$ cat src/rtl/wam_pkg.sv
`default_nettype none

package wam_pkg;

  localparam int unsigned OpW  = 64;
  localparam int unsigned AccW = 2 * OpW;

  // Iterations per command: shift-add steps for multiply, restoring steps for divide.
  localparam int unsigned MulSteps = OpW;
  localparam int unsigned DivSteps = AccW;
  localparam int unsigned CntW     = $clog2(DivSteps);

  localparam logic [CntW-1:0] MulLast = CntW'(MulSteps - 1);
  localparam logic [CntW-1:0] DivLast = CntW'(DivSteps - 1);

  typedef enum logic [1:0] {
    CMD_LOAD = 2'd0,
    CMD_MUL  = 2'd1,
    CMD_DIV  = 2'd2,
    CMD_CMP  = 2'd3
  } cmd_e;

  typedef struct packed {
    cmd_e           command;
    logic [OpW-1:0] operand;
  } in_t;

  typedef struct packed {
    logic [OpW-1:0] quotient;
    logic [OpW-1:0] remainder;
    logic [OpW-1:0] low_word;
    logic           is_greater;
    logic           divide_error;
  } out_t;

  // controller -> datapath
  typedef struct packed {
    logic start;
    logic step;
    logic publish;
  } ctl_t;

  // datapath -> controller
  typedef struct packed {
    cmd_e command;
    logic iterate;
  } stat_t;

endpackage

`default_nettype wire

$ cat src/rtl/wide_accumulator_mul_div.sv
`default_nettype none

// Channel  Dir  Handshake                  Payload
// in       in   in_valid_i / in_stall_o    wam_pkg::in_t  {command, operand}
// out      out  out_valid_o / out_stall_i  wam_pkg::out_t {quotient, remainder,
//                                          low_word, is_greater, divide_error}
//
// One item at a time. Load and compare run no steps; multiply runs 64 shift-add
// steps of a 128-bit adder, divide 128 restoring steps of a 66-bit subtractor;
// a zero divisor skips the steps.
// rst_ni clears the accumulator to zero. A finished result sits in the output
// register; while it is stalled, the next item waits in the finish state.

module wide_accumulator_mul_div (
  input  wire logic          clk_i,
  input  wire logic          rst_ni,
  input  wire logic          in_valid_i,
  output logic               in_stall_o,
  input  wire wam_pkg::in_t  in_data_i,
  output logic               out_valid_o,
  input  wire logic          out_stall_i,
  output wam_pkg::out_t      out_data_o
);

  wam_pkg::ctl_t  ctl;
  wam_pkg::stat_t stat;

  wam_ctrl u_ctrl (
    .clk_i       (clk_i),
    .rst_ni      (rst_ni),
    .in_valid_i  (in_valid_i),
    .in_stall_o  (in_stall_o),
    .out_valid_o (out_valid_o),
    .out_stall_i (out_stall_i),
    .stat_i      (stat),
    .ctl_o       (ctl)
  );

  wam_dp u_dp (
    .clk_i      (clk_i),
    .rst_ni     (rst_ni),
    .ctl_i      (ctl),
    .in_data_i  (in_data_i),
    .stat_o     (stat),
    .out_data_o (out_data_o)
  );

endmodule

`default_nettype wire

$ cat src/rtl/wam_ctrl.sv
`default_nettype none

module wam_ctrl (
  input  wire logic           clk_i,
  input  wire logic           rst_ni,
  input  wire logic           in_valid_i,
  output logic                in_stall_o,
  output logic                out_valid_o,
  input  wire logic           out_stall_i,
  input  wire wam_pkg::stat_t stat_i,
  output wam_pkg::ctl_t       ctl_o
);

  typedef enum logic [1:0] {
    ST_IDLE,
    ST_RUN,
    ST_FINISH
  } state_e;

  state_e                    state_q;
  logic [wam_pkg::CntW-1:0]  cnt_q;
  logic                      out_valid_q;
  logic                      out_free;
  logic [wam_pkg::CntW-1:0]  last;

  assign out_free = !out_valid_q || !out_stall_i;
  assign last     = (stat_i.command == wam_pkg::CMD_MUL) ? wam_pkg::MulLast : wam_pkg::DivLast;

  assign in_stall_o    = (state_q != ST_IDLE);
  assign out_valid_o   = out_valid_q;
  assign ctl_o.start   = in_valid_i && (state_q == ST_IDLE);
  assign ctl_o.step    = (state_q == ST_RUN) && stat_i.iterate;
  assign ctl_o.publish = (state_q == ST_FINISH) && out_free;

  always_ff @(posedge clk_i or negedge rst_ni) begin
    if (!rst_ni) begin
      state_q     <= ST_IDLE;
      cnt_q       <= '0;
      out_valid_q <= 1'b0;
    end else begin
      case (state_q)
        ST_IDLE: begin
          if (ctl_o.start) begin
            state_q <= ST_RUN;
            cnt_q   <= '0;
          end
        end
        ST_RUN: begin
          if (!stat_i.iterate || cnt_q == last) begin
            state_q <= ST_FINISH;
          end else begin
            cnt_q <= wam_pkg::CntW'(cnt_q + 1'b1);
          end
        end
        ST_FINISH: begin
          if (out_free) begin
            state_q <= ST_IDLE;
          end
        end
        default: state_q <= ST_IDLE;
      endcase

      if (ctl_o.publish) begin
        out_valid_q <= 1'b1;
      end else if (!out_stall_i) begin
        out_valid_q <= 1'b0;
      end
    end
  end

endmodule

`default_nettype wire

$ cat src/rtl/wam_dp.sv
`default_nettype none

module wam_dp (
  input  wire logic          clk_i,
  input  wire logic          rst_ni,
  input  wire wam_pkg::ctl_t ctl_i,
  input  wire wam_pkg::in_t  in_data_i,
  output wam_pkg::stat_t     stat_o,
  output wam_pkg::out_t      out_data_o
);

  localparam int unsigned OpW  = wam_pkg::OpW;
  localparam int unsigned AccW = wam_pkg::AccW;

  wam_pkg::cmd_e   cmd_q;
  logic [OpW-1:0]  op_q;      // divisor/comparand; shifted right as multiplier
  logic [AccW-1:0] acc_q;
  logic [AccW-1:0] work_q;    // multiplicand, or dividend turning into quotient
  logic [AccW-1:0] prod_q;
  logic [OpW-1:0]  rem_q;
  wam_pkg::out_t   out_q;

  logic            is_div_ok;
  logic            div_zero;
  logic [OpW:0]    cand;
  logic [OpW+1:0]  diff;
  logic            ge;
  logic [AccW-1:0] acc_next;
  wam_pkg::out_t   res;

  assign div_zero  = (op_q == '0);
  assign is_div_ok = (cmd_q == wam_pkg::CMD_DIV) && !div_zero;

  assign stat_o.command = cmd_q;
  assign stat_o.iterate = (cmd_q == wam_pkg::CMD_MUL) || is_div_ok;

  // restoring step: 65-bit partial remainder against the divisor
  assign cand = {rem_q, work_q[AccW-1]};
  assign diff = {1'b0, cand} - {2'b00, op_q};
  assign ge   = !diff[OpW+1];

  always_comb begin
    case (cmd_q)
      wam_pkg::CMD_LOAD: acc_next = {{OpW{1'b0}}, op_q};
      wam_pkg::CMD_MUL:  acc_next = prod_q;
      default:           acc_next = acc_q;
    endcase
    res.quotient     = is_div_ok ? work_q[OpW-1:0] : '0;
    res.remainder    = is_div_ok ? rem_q : '0;
    res.low_word     = acc_next[OpW-1:0];
    res.is_greater   = (cmd_q == wam_pkg::CMD_CMP) &&
                       ((acc_q[AccW-1:OpW] != '0) || (acc_q[OpW-1:0] > op_q));
    res.divide_error = (cmd_q == wam_pkg::CMD_DIV) && div_zero;
  end

  always_ff @(posedge clk_i or negedge rst_ni) begin
    if (!rst_ni) begin
      acc_q <= '0;
    end else if (ctl_i.publish) begin
      acc_q <= acc_next;
    end
  end

  always_ff @(posedge clk_i) begin
    if (ctl_i.start) begin
      cmd_q  <= in_data_i.command;
      op_q   <= in_data_i.operand;
      work_q <= acc_q;
      prod_q <= '0;
      rem_q  <= '0;
    end else if (ctl_i.step) begin
      if (cmd_q == wam_pkg::CMD_MUL) begin
        if (op_q[0]) begin
          prod_q <= prod_q + work_q;
        end
        work_q <= {work_q[AccW-2:0], 1'b0};
        op_q   <= {1'b0, op_q[OpW-1:1]};
      end else begin
        rem_q  <= ge ? diff[OpW-1:0] : cand[OpW-1:0];
        work_q <= {work_q[AccW-2:0], ge};
      end
    end
    if (ctl_i.publish) begin
      out_q <= res;
    end
  end

  assign out_data_o = out_q;

endmodule

`default_nettype wire

$ cat config.mk
export PLATFORM = sky130hd
export DESIGN_NAME = wide_accumulator_mul_div
export DESIGN_NICKNAME = d
export VERILOG_FILES = /design/src/rtl/wam_pkg.sv /design/src/rtl/wide_accumulator_mul_div.sv /design/src/rtl/wam_ctrl.sv /design/src/rtl/wam_dp.sv
export SDC_FILE = /design/constraint.sdc
export NUM_CORES = 2
export LEC_CHECK = 0
export CORE_MARGIN = 3
export CORE_UTILIZATION = 38
export CTS_BUF_LIST = sky130_fd_sc_hd__clkbuf_4
export DETAILED_ROUTE_END_ITERATION = 8
export DONT_BUFFER_PORTS = 1
export PLACE_DENSITY = 0.62
export SYNTH_ARGS = -nofsm -noshare
export SYNTH_HDL_FRONTEND = slang
export SYNTH_SLANG_ARGS = --single-unit
$ cat constraint.sdc
create_clock -name clk_i -period 21.5 [get_ports clk_i]
set_input_delay 3.225 -clock clk_i [delete_from_list [all_inputs] [get_ports clk_i]]
set_output_delay 3.225 -clock clk_i [all_outputs]
set_load 0.03 [all_outputs]
==> impl_metrics.tcl <==
set metrics [dict create \
    fmax_mhz 175 \
    arrival_ps 6720 \
    core_area_um2 111000 \
    path_class "in -> reg" \
    synth_nets 5157 \
    yosys_register_bits 718 \
    overflow 0 \
    p_leak_nw 19.2 \
    die-height_um 341 \
    critPathLaunchType "input pin" \
    r2r-start "u_dp.work_q[127]" \
    yosysSeqAreaShare_pct 44.5 \
    grt_pass1_vias 34442 \
    antenna_found_initial 4 \
    fin_area_um2 46400 \
    avgViaCountPerCell 5.67 \
    period_minus_slack_ps 5710 \
    finClkSkew_ps 137 \
    cts.clk_slew.worst_paths_ps 60 \
    setup_tns_ps 0 \
    rows 122 \
    critical_path.max_stage_delay_ps 830 \
    path_buf_inv 4 \
    hp-class "reg -> reg" \
    hold_viol_final 0 \
    cts_root_buf "clkbuf_4" \
    max-cap-violations 0 \
    totalWireLength_um 139000 \
    drtAntennaViolNets 0 \
    grt_util_all_layers_pct 23.3 \
    slew_violations 0 \
    drive_above_1_share_pct 9.38 \
    hpwl_um 101000 \
    synth_flop_cell "edfxtp_1" \
    syn2layout_area_growth_pct 8.98 \
    place_congestion 0.960 \
    clk-insertion-delay-late_ps 1180 \
    drt-initial-drc-count 3300 \
    syn_inst 4829 \
    htree_levels 4 \
    cp.required_ps 22510 \
    power_density_nw_per_um2 176 \
    post_cts_resized 0 \
    outcome "completed" \
    vias 36549 \
    final_util_pct 41.8 \
    tightest_slew_ps 1500 \
    ys_async_sr_fraction_pct 19.2 \
    remaining_drc_errors 0 \
    critPathCaptureType "flop" \
    nFillCells 11032 \
    cp_slowest_cell "buf_4" \
    portBuffers 0 \
    startpoint "in_valid_i" \
    cp_common_cell "buf_4" \
    grt_setup_unrepaired "false" \
    cts.sink_count 718 \
    routedWlPerCell_um 21.6 \
    min_period_over_period_pct 26.6 \
    post_cts_buffers 0 \
    ios 266 \
    crit_family "buffers and inverters" \
    grt_pass1_wl_um 211000 \
    cts_tree "built" \
    die_area_um2 116000 \
    nNetsFinal 5101 \
    power_mw 8.19 \
    finalSetupViolations 0 \
    path_cells "nand2_4 > inv_8 > buf_4 > buf_4 > nor2_2 > buf_4 > a221oi_1 > nand2_1" \
    die_w_um 341 \
    cts-hold-fix-buffers 0 \
    relSlewSlack_pct 0.165 \
    final_common_cell "nand2_1" \
    start_util_pct 38.4 \
    synth_area_per_cell_um2 8.82 \
    cts_buffer_depth 3 \
    ys_warn_count 0 \
    mappedNetlistArea_um2 42600 \
    synth_edf_count 388 \
    final_cell_mix "nand2_1, a21oi_1, edfxtp_1, clkbuf_4, o21ai_0" \
    hold_ws_ps 471 \
    hp-start "u_dp.prod_q[15]" \
    vdd_ir_drop_max_v 0.000103 \
    grt_max_degree 163 \
    ys_types 88 \
    numCtsBuffers 195 \
    drt-pass1-iter-count 6 \
    post_dp_cell_area_um2 43700 \
    crit_fanout 131 \
]
-- worst reg2reg max path, cell delays in order (launching register included) --
cell and delay (ps):
edfxtp_1 520, inv_1 210, ha_1 310, nor2b_1 170, o31a_1 200, o21ai_1 200
o211ai_1 480, o2111ai_1 350, a21oi_1 390, nor3_1 180, o41ai_4 390, buf_4 270
buf_4 760, mux2i_1 390, a21oi_1 100
-- area by class of cell --
cell class / count / area (µm²) / area share [%]
clock inverter: 63 / 357 / 0.768
clock buffer: 309 / 2320 / 5.00
timing repair buffer: 32 / 265 / 0.571
antenna: 10 / 25.0 / 0.0539
tap: 1488 / 1860 / 4.01
sequential: 718 / 18900 / 40.8
multi-input combinational: 3695 / 22100 / 47.7
inverter: 131 / 507 / 1.09
-- per-stage QoR --
stage          setup slack (ps)  cells
2_1_floorplan             11360   4829
3_3_place_gp              14710   6064
3_5_place_dp              14680   6064
4_1_cts                   15830   6436
5_1_grt                   15610   6445
6_report                  15790   6446
-- logic make-up (layout without fill, tap and decap cells) --
kind of cell    after synthesis  in the layout  synth area share, %
flops                       718            718                 44.5
mux                         101            101                 2.56
compound gates             1290           1290                 18.4
simple gates               1881           1881                 19.8
fa+ha+maj                   258            258                 7.61
buf+inv                     416            535                 3.74
xor+xnor                    165            165                 3.39
other cells                   0             10                    0
-- synthesized netlist by cell type (100+ instances only) --
library cell / n / share of area [%]
edfxtp_1: 388 / 27
and2_1: 139 / 2.0
o21ai_1: 115 / 1.4
a21oi_1: 440 / 5.2
dfxtp_1: 192 / 9.0
o21ai_0: 275 / 3.2
clkbuf_1: 244 / 2.2
a21o_1: 100 / 1.8
dfrtp_1: 138 / 8.1
xnor2_1: 103 / 2.1
nor2_1: 206 / 1.8
inv_1: 130 / 1.1
nand4_1: 122 / 1.8
ha_1: 256 / 7.5
nand2_1: 1101 / 9.7
-- per-layer routing --
layer  GRT usage (%)  vias up  routed length [µm]
met1            30.9    17659               59600
met5               0        -                  19
li1                -    17310                   -
met4            8.50        2                4340
met2            37.4     1376               64000
met3            4.90      202               11200
-- report_power, final --
part           internal, mW  switching [mW]
clock                 0.673           0.619
sequential             2.14           0.634
combinational          1.45            2.67
total                  4.26            3.93
-- worst paths after layout --
kind	slack [ps]	cells after the start	to
min	470	2	u_dp.prod_q[15]
min reg2reg	470	2	u_dp.prod_q[15]
min in group asynchronous	1740	0	u_dp.acc_q[2]
max	15790	8	u_dp.prod_q[116]
max reg2reg	16420	14	u_dp.rem_q[13]
max in group asynchronous	19410	0	u_dp.acc_q[125]
-- flip-flops by register name (all words and copies together), names as in the netlist --
signal              cells
u_ctrl.cnt_q            7
u_dp.prod_q           128
u_dp.work_q           128
u_dp.op_q              64
u_dp.out_data_o       194
u_dp.acc_q            128
u_ctrl.state_q          2
u_dp.cmd_q              2
u_dp.rem_q             64
u_ctrl.out_valid_o      1
No activity file was read; power rests on OpenSTA's default activity.
